## config.mk

```make
export PLATFORM = sky130hd
export DESIGN_NAME = ext2_block_map_read_walker
export DESIGN_NICKNAME = d
export VERILOG_FILES = /design/src/sv/ebmrw_pkg.sv /design/src/sv/ebmrw_ram.sv /design/src/sv/ext2_block_map_read_walker.sv
export SDC_FILE = /design/constraint.sdc
export NUM_CORES = 2
export LEC_CHECK = 0
export BUFFER_PORTS_ARGS = -buffer_cell sky130_fd_sc_hd__clkbuf_2
export CAP_MARGIN = 5
export CORE_UTILIZATION = 50
export CTS_CLUSTER_SIZE = 8
export DETAILED_ROUTE_END_ITERATION = 6
export HOLD_SLACK_MARGIN = 0.02
export PLACE_DENSITY = 0.78
export SYNTH_ARGS = -nofsm -noshare
export SYNTH_HDL_FRONTEND = slang
export SYNTH_SLANG_ARGS = --single-unit
export TNS_END_PERCENT = 100
```

## constraint.sdc

```tcl
create_clock -name clk -period 14.2 [get_ports clk]
set_input_delay 0.71 -clock clk [delete_from_list [all_inputs] [get_ports clk]]
set_output_delay 0.71 -clock clk [all_outputs]
set_load 0.02 [all_outputs]
```

## src/sv/ebmrw_pkg.sv

```systemverilog
// ----------------------------------------------------------------------------
// ebmrw_pkg
// Types and constants of the ext2 block-map read walker.
// ----------------------------------------------------------------------------
package ebmrw_pkg;

    localparam logic [1:0] REQ_LOAD  = 2'd0;
    localparam logic [1:0] REQ_START = 2'd1;
    localparam logic [1:0] REQ_RESP  = 2'd2;

    localparam logic [1:0] KIND_FETCH = 2'd0;
    localparam logic [1:0] KIND_CHUNK = 2'd1;
    localparam logic [1:0] KIND_DONE  = 2'd2;

    localparam logic [1:0] ST_OK      = 2'd0;
    localparam logic [1:0] ST_INVALID = 2'd1;
    localparam logic [1:0] ST_EOF     = 2'd2;

    localparam logic CFG_BS_LOG2 = 1'b0;
    localparam logic CFG_FSIZE   = 1'b1;

    localparam logic [16:0] WORD_BYTES = 17'd4;

    typedef struct packed {
        logic [1:0]  req_type;
        logic [3:0]  slot;
        logic [31:0] word_value;
        logic [31:0] start_offset;
        logic [31:0] read_length;
    } in_item_t;

    typedef struct packed {
        logic [1:0]  result_kind;
        logic [47:0] disk_address;
        logic [16:0] chunk_bytes;
        logic [1:0]  status;
        logic [31:0] reported_length;
        logic        last;
    } out_item_t;

    typedef enum logic [2:0] {
        S_IDLE,
        S_STEP,
        S_SLOTRD,
        S_DIRECT,
        S_WAIT
    } state_t;

endpackage

```

## src/sv/ebmrw_ram.sv

```systemverilog
// ----------------------------------------------------------------------------
// ebmrw_ram
// Generic single-port-write RAM with one registered read port.
// ----------------------------------------------------------------------------
module ebmrw_ram #(
    parameter int WIDTH = 32,
    parameter int DEPTH = 16
) (
    input  logic                     clk,
    input  logic                     we,
    input  logic [$clog2(DEPTH)-1:0] waddr,
    input  logic [WIDTH-1:0]         wdata,
    input  logic [$clog2(DEPTH)-1:0] raddr,
    output logic [WIDTH-1:0]         rdata
);
    logic [WIDTH-1:0] mem [DEPTH];

    // Write and registered read
    always_ff @(posedge clk)
    begin
        if (we)
        begin
            mem[waddr] <= wdata;
        end
        rdata <= mem[raddr];
    end
endmodule

```

## src/sv/ext2_block_map_read_walker.sv

```systemverilog
// ----------------------------------------------------------------------------
// ext2_block_map_read_walker
// Maps a byte range of a file through the ext2 direct/indirect block tree,
// asks for pointer words and emits per-block data chunks.
// ----------------------------------------------------------------------------
// channel   direction  handshake           payload
// in        input      start & !busy       in_item  (in_item_t)
// out       output     result_valid strobe result   (out_item_t)
// cfg       input      cfg_valid&cfg_ready cfg_index, cfg_data
//
// A load or ignored item leaves the sequencer state as it is. A range read
// passes through step, slot RAM read and chunk for each direct block, plus a
// final step for the completion. An indirect block passes through the same
// states up to its first fetch; each response is taken in the wait state and
// yields its next fetch, its chunk or an end-of-file completion. Every result
// is registered before it leaves the block. busy is low only while idle or waiting for a
// response. Results are one-cycle strobes; the receiver cannot stall them.
// Reset clears all control state; the slot RAM is not cleared.
// ----------------------------------------------------------------------------
module ext2_block_map_read_walker #(
    parameter int DIRECT_SLOTS  = 12,
    parameter int POINTER_SLOTS = 15
) (
    input  logic                 clk,
    input  logic                 rst_n,
    input  logic                 start,
    output logic                 busy,
    input  ebmrw_pkg::in_item_t  in_item,
    output logic                 result_valid,
    output ebmrw_pkg::out_item_t result,
    input  logic                 cfg_valid,
    output logic                 cfg_ready,
    input  logic                 cfg_index,
    input  logic [31:0]          cfg_data
);
    import ebmrw_pkg::*;

    localparam int SW = 4;

    logic [4:0]  bsl_reg;
    logic [31:0] fsize_reg;
    logic [31:0] cur_reg, cur_next;
    logic [31:0] left_reg, left_next;
    logic [31:0] rlen_reg, rlen_next;
    logic [1:0]  lvl_reg, lvl_next;
    logic [1:0]  stg_reg, stg_next;
    state_t      st_reg, st_next;
    logic        res_v_next;
    out_item_t   res_next;
    logic        res_v_reg;
    out_item_t   res_reg;

    logic            ram_we;
    logic [SW-1:0]   ram_ra, ram_ra_next, ram_ra_reg;
    logic [31:0]     ram_rd;

    assign cfg_ready = 1'b1;

    // Configuration registers
    always_ff @(posedge clk or negedge rst_n)
    begin
        if (!rst_n)
        begin
            bsl_reg   <= 5'd10;
            fsize_reg <= '0;
        end
        else if (cfg_valid)
        begin
            case (cfg_index)
                CFG_BS_LOG2: bsl_reg   <= cfg_data[4:0];
                CFG_FSIZE:   fsize_reg <= cfg_data;
                default: ;
            endcase
        end
    end

    logic acc;
    assign acc = start && !busy;

    // Slot loads go straight to the RAM
    assign ram_we = acc && in_item.req_type == REQ_LOAD
                    && in_item.slot < SW'(POINTER_SLOTS);
    assign ram_ra = ram_ra_next;

    ebmrw_ram #(.WIDTH(32), .DEPTH(16)) u_slots (
        .clk   (clk),
        .we    (ram_we),
        .waddr (in_item.slot),
        .wdata (in_item.word_value),
        .raddr (ram_ra),
        .rdata (ram_rd)
    );

    // Block geometry
    logic [4:0]  lg;
    logic [3:0]  p;
    logic [31:0] lb;
    logic [31:0] off;
    logic [31:0] bs;
    always_comb
    begin
        lg = (bsl_reg < 5'd10) ? 5'd10 : (bsl_reg > 5'd16) ? 5'd16 : bsl_reg;
        p  = 4'(lg - 5'd2);
        bs = 32'd1 << lg;
        lb = cur_reg >> lg;
        off = cur_reg & (bs - 32'd1);
    end

    // Map the current logical block to a level and word indices
    logic [1:0]  mlvl;
    logic [13:0] idx0, idx1, idx2, didx;
    logic [31:0] r1, r2;
    logic [33:0] m;
    always_comb
    begin
        m    = (34'd1 << p) - 34'd1;
        idx0 = '0;
        idx1 = '0;
        idx2 = '0;
        didx = lb[13:0];
        r1   = lb - 32'(DIRECT_SLOTS);
        r2   = r1 - (32'd1 << p);
        if (lb < 32'(DIRECT_SLOTS))
        begin
            mlvl = 2'd0;
        end
        else if ({2'b0, r1} < (34'd1 << p))
        begin
            mlvl = 2'd1;
            idx0 = r1[13:0];
        end
        else if ({2'b0, r2} < (34'd1 << (2 * p)))
        begin
            mlvl = 2'd2;
            idx0 = 14'((r2 >> p) & m[31:0]);
            idx1 = 14'(r2 & m[31:0]);
        end
        else
        begin
            mlvl = 2'd3;
            r2   = r2 - 32'((34'd1 << (2 * p)));
            idx0 = 14'((r2 >> (2 * p)) & m[31:0]);
            idx1 = 14'((r2 >> p) & m[31:0]);
            idx2 = 14'(r2 & m[31:0]);
        end
    end

    // Sequencer next state
    logic [13:0] sel_idx;
    logic [1:0]  nst;
    logic [31:0] chunk;
    logic [31:0] blk;
    logic        have_blk;
    always_comb
    begin
        st_next     = st_reg;
        cur_next    = cur_reg;
        left_next   = left_reg;
        rlen_next   = rlen_reg;
        lvl_next    = lvl_reg;
        stg_next    = stg_reg;
        ram_ra_next = ram_ra_reg;
        res_v_next  = 1'b0;
        res_next    = '0;
        nst         = stg_reg + 2'd1;
        have_blk    = 1'b0;
        blk         = '0;
        chunk       = bs - off;
        if (chunk > left_reg)
        begin
            chunk = left_reg;
        end
        case (nst)
            2'd1:    sel_idx = idx1;
            default: sel_idx = idx2;
        endcase
        case (st_reg)
            S_IDLE:
            begin
                if (acc && in_item.req_type == REQ_START)
                begin
                    if ({1'b0, in_item.start_offset} + {1'b0, in_item.read_length}
                        > {1'b0, fsize_reg})
                    begin
                        res_v_next = 1'b1;
                        res_next.result_kind = KIND_DONE;
                        res_next.status = ST_INVALID;
                        res_next.last = 1'b1;
                    end
                    else
                    begin
                        cur_next  = in_item.start_offset;
                        left_next = in_item.read_length;
                        rlen_next = in_item.read_length;
                        st_next   = S_STEP;
                    end
                end
            end
            S_STEP:
            begin
                if (left_reg == 32'd0)
                begin
                    res_v_next = 1'b1;
                    res_next.result_kind = KIND_DONE;
                    res_next.status = ST_OK;
                    res_next.reported_length = rlen_reg;
                    res_next.last = 1'b1;
                    lvl_next = '0;
                    stg_next = '0;
                    st_next  = S_IDLE;
                end
                else
                begin
                    lvl_next = mlvl;
                    stg_next = '0;
                    if (mlvl == 2'd0)
                    begin
                        ram_ra_next = SW'(didx);
                    end
                    else
                    begin
                        ram_ra_next = SW'(DIRECT_SLOTS + 32'(mlvl) - 1);
                    end
                    st_next = S_SLOTRD;
                end
            end
            S_SLOTRD:
            begin
                // RAM address registered last cycle; the read word is held for the direct state
                st_next = S_DIRECT;
            end
            S_DIRECT:
            begin
                if (lvl_reg == 2'd0)
                begin
                    have_blk = 1'b1;
                    blk = (ram_ra_reg < SW'(POINTER_SLOTS)) ? ram_rd : 32'd0;
                end
                else
                begin
                    blk = (32'(DIRECT_SLOTS) + 32'(lvl_reg) - 1 < 32'(POINTER_SLOTS))
                          ? ram_rd : 32'd0;
                    res_v_next = 1'b1;
                    res_next.result_kind = KIND_FETCH;
                    res_next.disk_address = (48'(blk) << lg) + (48'(idx0) << 2);
                    res_next.chunk_bytes = WORD_BYTES;
                    res_next.last = 1'b1;
                    st_next = S_WAIT;
                end
            end
            S_WAIT:
            begin
                if (acc && in_item.req_type == REQ_RESP)
                begin
                    if (nst < lvl_reg && nst != 2'd3)
                    begin
                        stg_next = nst;
                        res_v_next = 1'b1;
                        res_next.result_kind = KIND_FETCH;
                        res_next.disk_address = (48'(in_item.word_value) << lg)
                                                + (48'(sel_idx) << 2);
                        res_next.chunk_bytes = WORD_BYTES;
                        res_next.last = 1'b1;
                    end
                    else
                    begin
                        lvl_next = '0;
                        stg_next = '0;
                        have_blk = 1'b1;
                        blk = in_item.word_value;
                    end
                end
            end
            default: st_next = S_IDLE;
        endcase
        // Emit a chunk or end on a zero block
        if (have_blk)
        begin
            res_v_next = 1'b1;
            if (blk == 32'd0)
            begin
                res_next.result_kind = KIND_DONE;
                res_next.status = ST_EOF;
                res_next.reported_length = rlen_reg;
                res_next.last = 1'b1;
                lvl_next = '0;
                stg_next = '0;
                st_next  = S_IDLE;
            end
            else
            begin
                res_next.result_kind = KIND_CHUNK;
                res_next.disk_address = (48'(blk) << lg) + 48'(off);
                res_next.chunk_bytes = 17'(chunk);
                cur_next  = cur_reg + chunk;
                left_next = left_reg - chunk;
                st_next   = S_STEP;
            end
        end
    end

    // Hold state and results
    always_ff @(posedge clk or negedge rst_n)
    begin
        if (!rst_n)
        begin
            st_reg     <= S_IDLE;
            cur_reg    <= '0;
            left_reg   <= '0;
            rlen_reg   <= '0;
            lvl_reg    <= '0;
            stg_reg    <= '0;
            ram_ra_reg <= '0;
            res_v_reg  <= 1'b0;
        end
        else
        begin
            st_reg     <= st_next;
            cur_reg    <= cur_next;
            left_reg   <= left_next;
            rlen_reg   <= rlen_next;
            lvl_reg    <= lvl_next;
            stg_reg    <= stg_next;
            ram_ra_reg <= ram_ra_next;
            res_v_reg  <= res_v_next;
        end
    end

    always_ff @(posedge clk)
    begin
        res_reg <= res_next;
    end

    // Loads are taken in any state that waits on outside input
    assign busy = !(st_reg == S_IDLE || st_reg == S_WAIT);
    assign result_valid = res_v_reg;
    assign result = res_reg;
endmodule

```

==> flow_summary.ini <==
[cts]
cts.reportedPaths.clkPinSlew_ps = 60
cts_sinks = 791
clkLatencyLatePin_ps = 740
cts_tree = done
cts_setup_buffers = 0
htreeDepth = 3
ctsResizeCount = 0
cts.hold.buffers_added = 0
cts_made_buffers = 111
clockRootBuffer = clkbuf_16
clockBufferDepth = 3

[synth]
synthFlopType = edfxtp_1
seq_area_frac_synth_pct = 42.13
synthDistinctLibCells = 106
ys_async_sr_fraction_pct = 18.33
yosys_warnings = 0
netlist_area_um2 = 51480
syn_avg_cell_area_um2 = 10.02
synthCells = 5139
ys_ff_latch = 791
synth_edf_count = 512

[critical_path]
required_ps = 14790
r2r-end = result[94]
path_max_fanout = 57
cp.arrival_ps = 13450
worst_path_most_repeated_cell = o21ai_0
max_stage_delay_ps = 1080
endpoint_kind = register
rrSetupSlack_ps = 1340
worstSetupStartpointType = register
reg2reg_from = bsl_reg[1]
critPathLaunch = bsl_reg[1]
r2r_cells = 44
slowest_stage = dfstp_2
path_class = register to register

[die]
initial_core_util_pct = 50.53
ios = 244
die-area_um2 = 104300
rows = 117
core_area_um2 = 101900
fp.dieW_um = 322.9
chipHeight_um = 322.9

[timing]
relSlewSlack_pct = 16.44
finalHoldViolations = 0
fin_crit_ps = 12860
rsz0062_at_grt = no
tightest_slew_ps = 1249
skew_ps = 63.20
fmax_ghz = 0.07778
slew_viol_final = 0
period_share_pct = 90.54
whs_ps = 78.20
tns_ps = 0
setup_viol = 0

[routing]
wl_per_cell_um = 24.80
finalWirelength_um = 168600
drt_first_iter_violations = 5036
dr_total_vias = 43120
postRouteAntennaNets = 0
drtPass1Iterations = 7
vias_per_cell = 6.342
drc = 1

[status]
violations = DRC
status = finished, violations left

[min_path]
hp-class = input port to asynchronous set/reset pin

[job]
maxCapViolCount = 0

[global_routing]
grt_usage_pct = 31.86
grt-ovfl-total = 0
grt_pass1_wl_um = 252300
grt_pass1_vias = 41260
grt_start_max_net_pins = 130
antenna_found_initial = 7

[placement]
globalplace.congestion = 1.041
place_area_um2 = 54250
portBuffers = 242
dp_hpwl_um = 117400

[cells_and_area]
final_util_pct = 56.46
final_cell_area_um2 = 57530
largest_reg_flops = 512
syn_to_final_growth_pct = 11.74
final_nets = 5772
drive_above_1_share_pct = 13.89
regMostFlops = u_slots.mem
[critical path: cells and delay by family, from the launching register on]
kind,cells,cell delay (ps)
flip-flops,1,1080
AND/OR/NAND/NOR,11,3720
adder cells (fa/ha/maj),5,1470
XOR/XNOR,3,610
buffers and inverters,4,690
AO/OA/AOI/OAI,21,5120
[final cells by class]
type | instances | area [um^2]
inverters | 218 | 820.8
fillers | 8619 | 44360
repair buffers | 312 | 1780
multi-input cells | 3921 | 28240
flip-flops and latches | 791 | 21690
well taps | 1368 | 1712
diodes | 3 | 7.507
clock buffers | 176 | 3063
clock inverters | 11 | 206.4
[cells in the final DEF, fill, tap and decap left out, drive strengths merged, types with 16 or more instances in the layout]
master  count
a211oi     53
a21boi     25
a21o       50
a21oi     396
a221oi     16
a22o       21
a22oi     111
a31oi      54
and2       31
and3       25
buf        71
clkbuf    417
conb       92
dfrtp     143
dfxtp     134
edfxtp    512
ha        270
inv       219
mux2       91
mux2i     221
mux4      130
nand2     482
nand2b     54
nand3      75
nand4      31
nor2      460
nor2b      78
nor3      104
nor4       35
o211ai     36
o21a       43
o21ai     316
o21bai     34
o221ai     21
o22ai      18
o31ai      17
or2        23
or3        33
xnor2     189
xor2       88
[layer usage]
layer  GRT usage [%]  wire, um  vias to the layer above
met5               0        68                        -
li1                -         -                    19400
met3           6.436     15960                      481
met4           14.70      7979                       10
met1           41.18     66080                    20810
met2           51.44     78520                     2420
[stage by stage]
step	setup slack, ps	cells
6_report	1344	6800
5_1_grt	535.1	6797
3_5_place_dp	1652	6610
4_1_cts	1621	6797
3_3_place_gp	1871	6610
2_1_floorplan	1334	5229
[Yosys cell counts (86+ instances only)]
library cell | n | area share, %
edfxtp_1 | 512 | 30
nand2_1 | 480 | 3.5
nor2_1 | 460 | 3.4
a21oi_1 | 394 | 3.8
o21ai_0 | 313 | 3.0
ha_1 | 270 | 6.6
mux2i_1 | 221 | 4.3
inv_1 | 215 | 1.6
clkbuf_1 | 197 | 1.4
xnor2_1 | 189 | 3.2
dfrtp_1 | 143 | 7.0
dfxtp_1 | 134 | 5.2
mux4_2 | 130 | 5.7
a22oi_1 | 111 | 1.6
nor3_1 | 102 | 0.99
xor2_1 | 88 | 1.5
mux2_2 | 86 | 1.9
[worst max path at each step]
stage / end / slack, ps
4_1_cts: result[94] / 1620
2_1_floorplan: result[99] / 1330
3_5_place_dp: result[94] / 1650
6_report: result[94] / 1340
3_3_place_gp: result[94] / 1870
5_1_grt: result[94] / 540
[cell families (layout without fill, tap and decap cells)]
group           Yosys count  after routing  share of synthesized area [%]
flops                   791            791                          42.13
fa+ha+maj               278            278                          6.873
xor+xnor                277            277                          4.712
mux                     442            442                          11.97
compound gates         1340           1340                          16.71
simple gates           1492           1492                          13.49
buf+inv                 517            717                          4.100
other cells               2             95                        0.01459
Power is left out: the tool's default activity adds up to more than one toggle a clock period on the data nets, which glitch-free logic cannot reach.
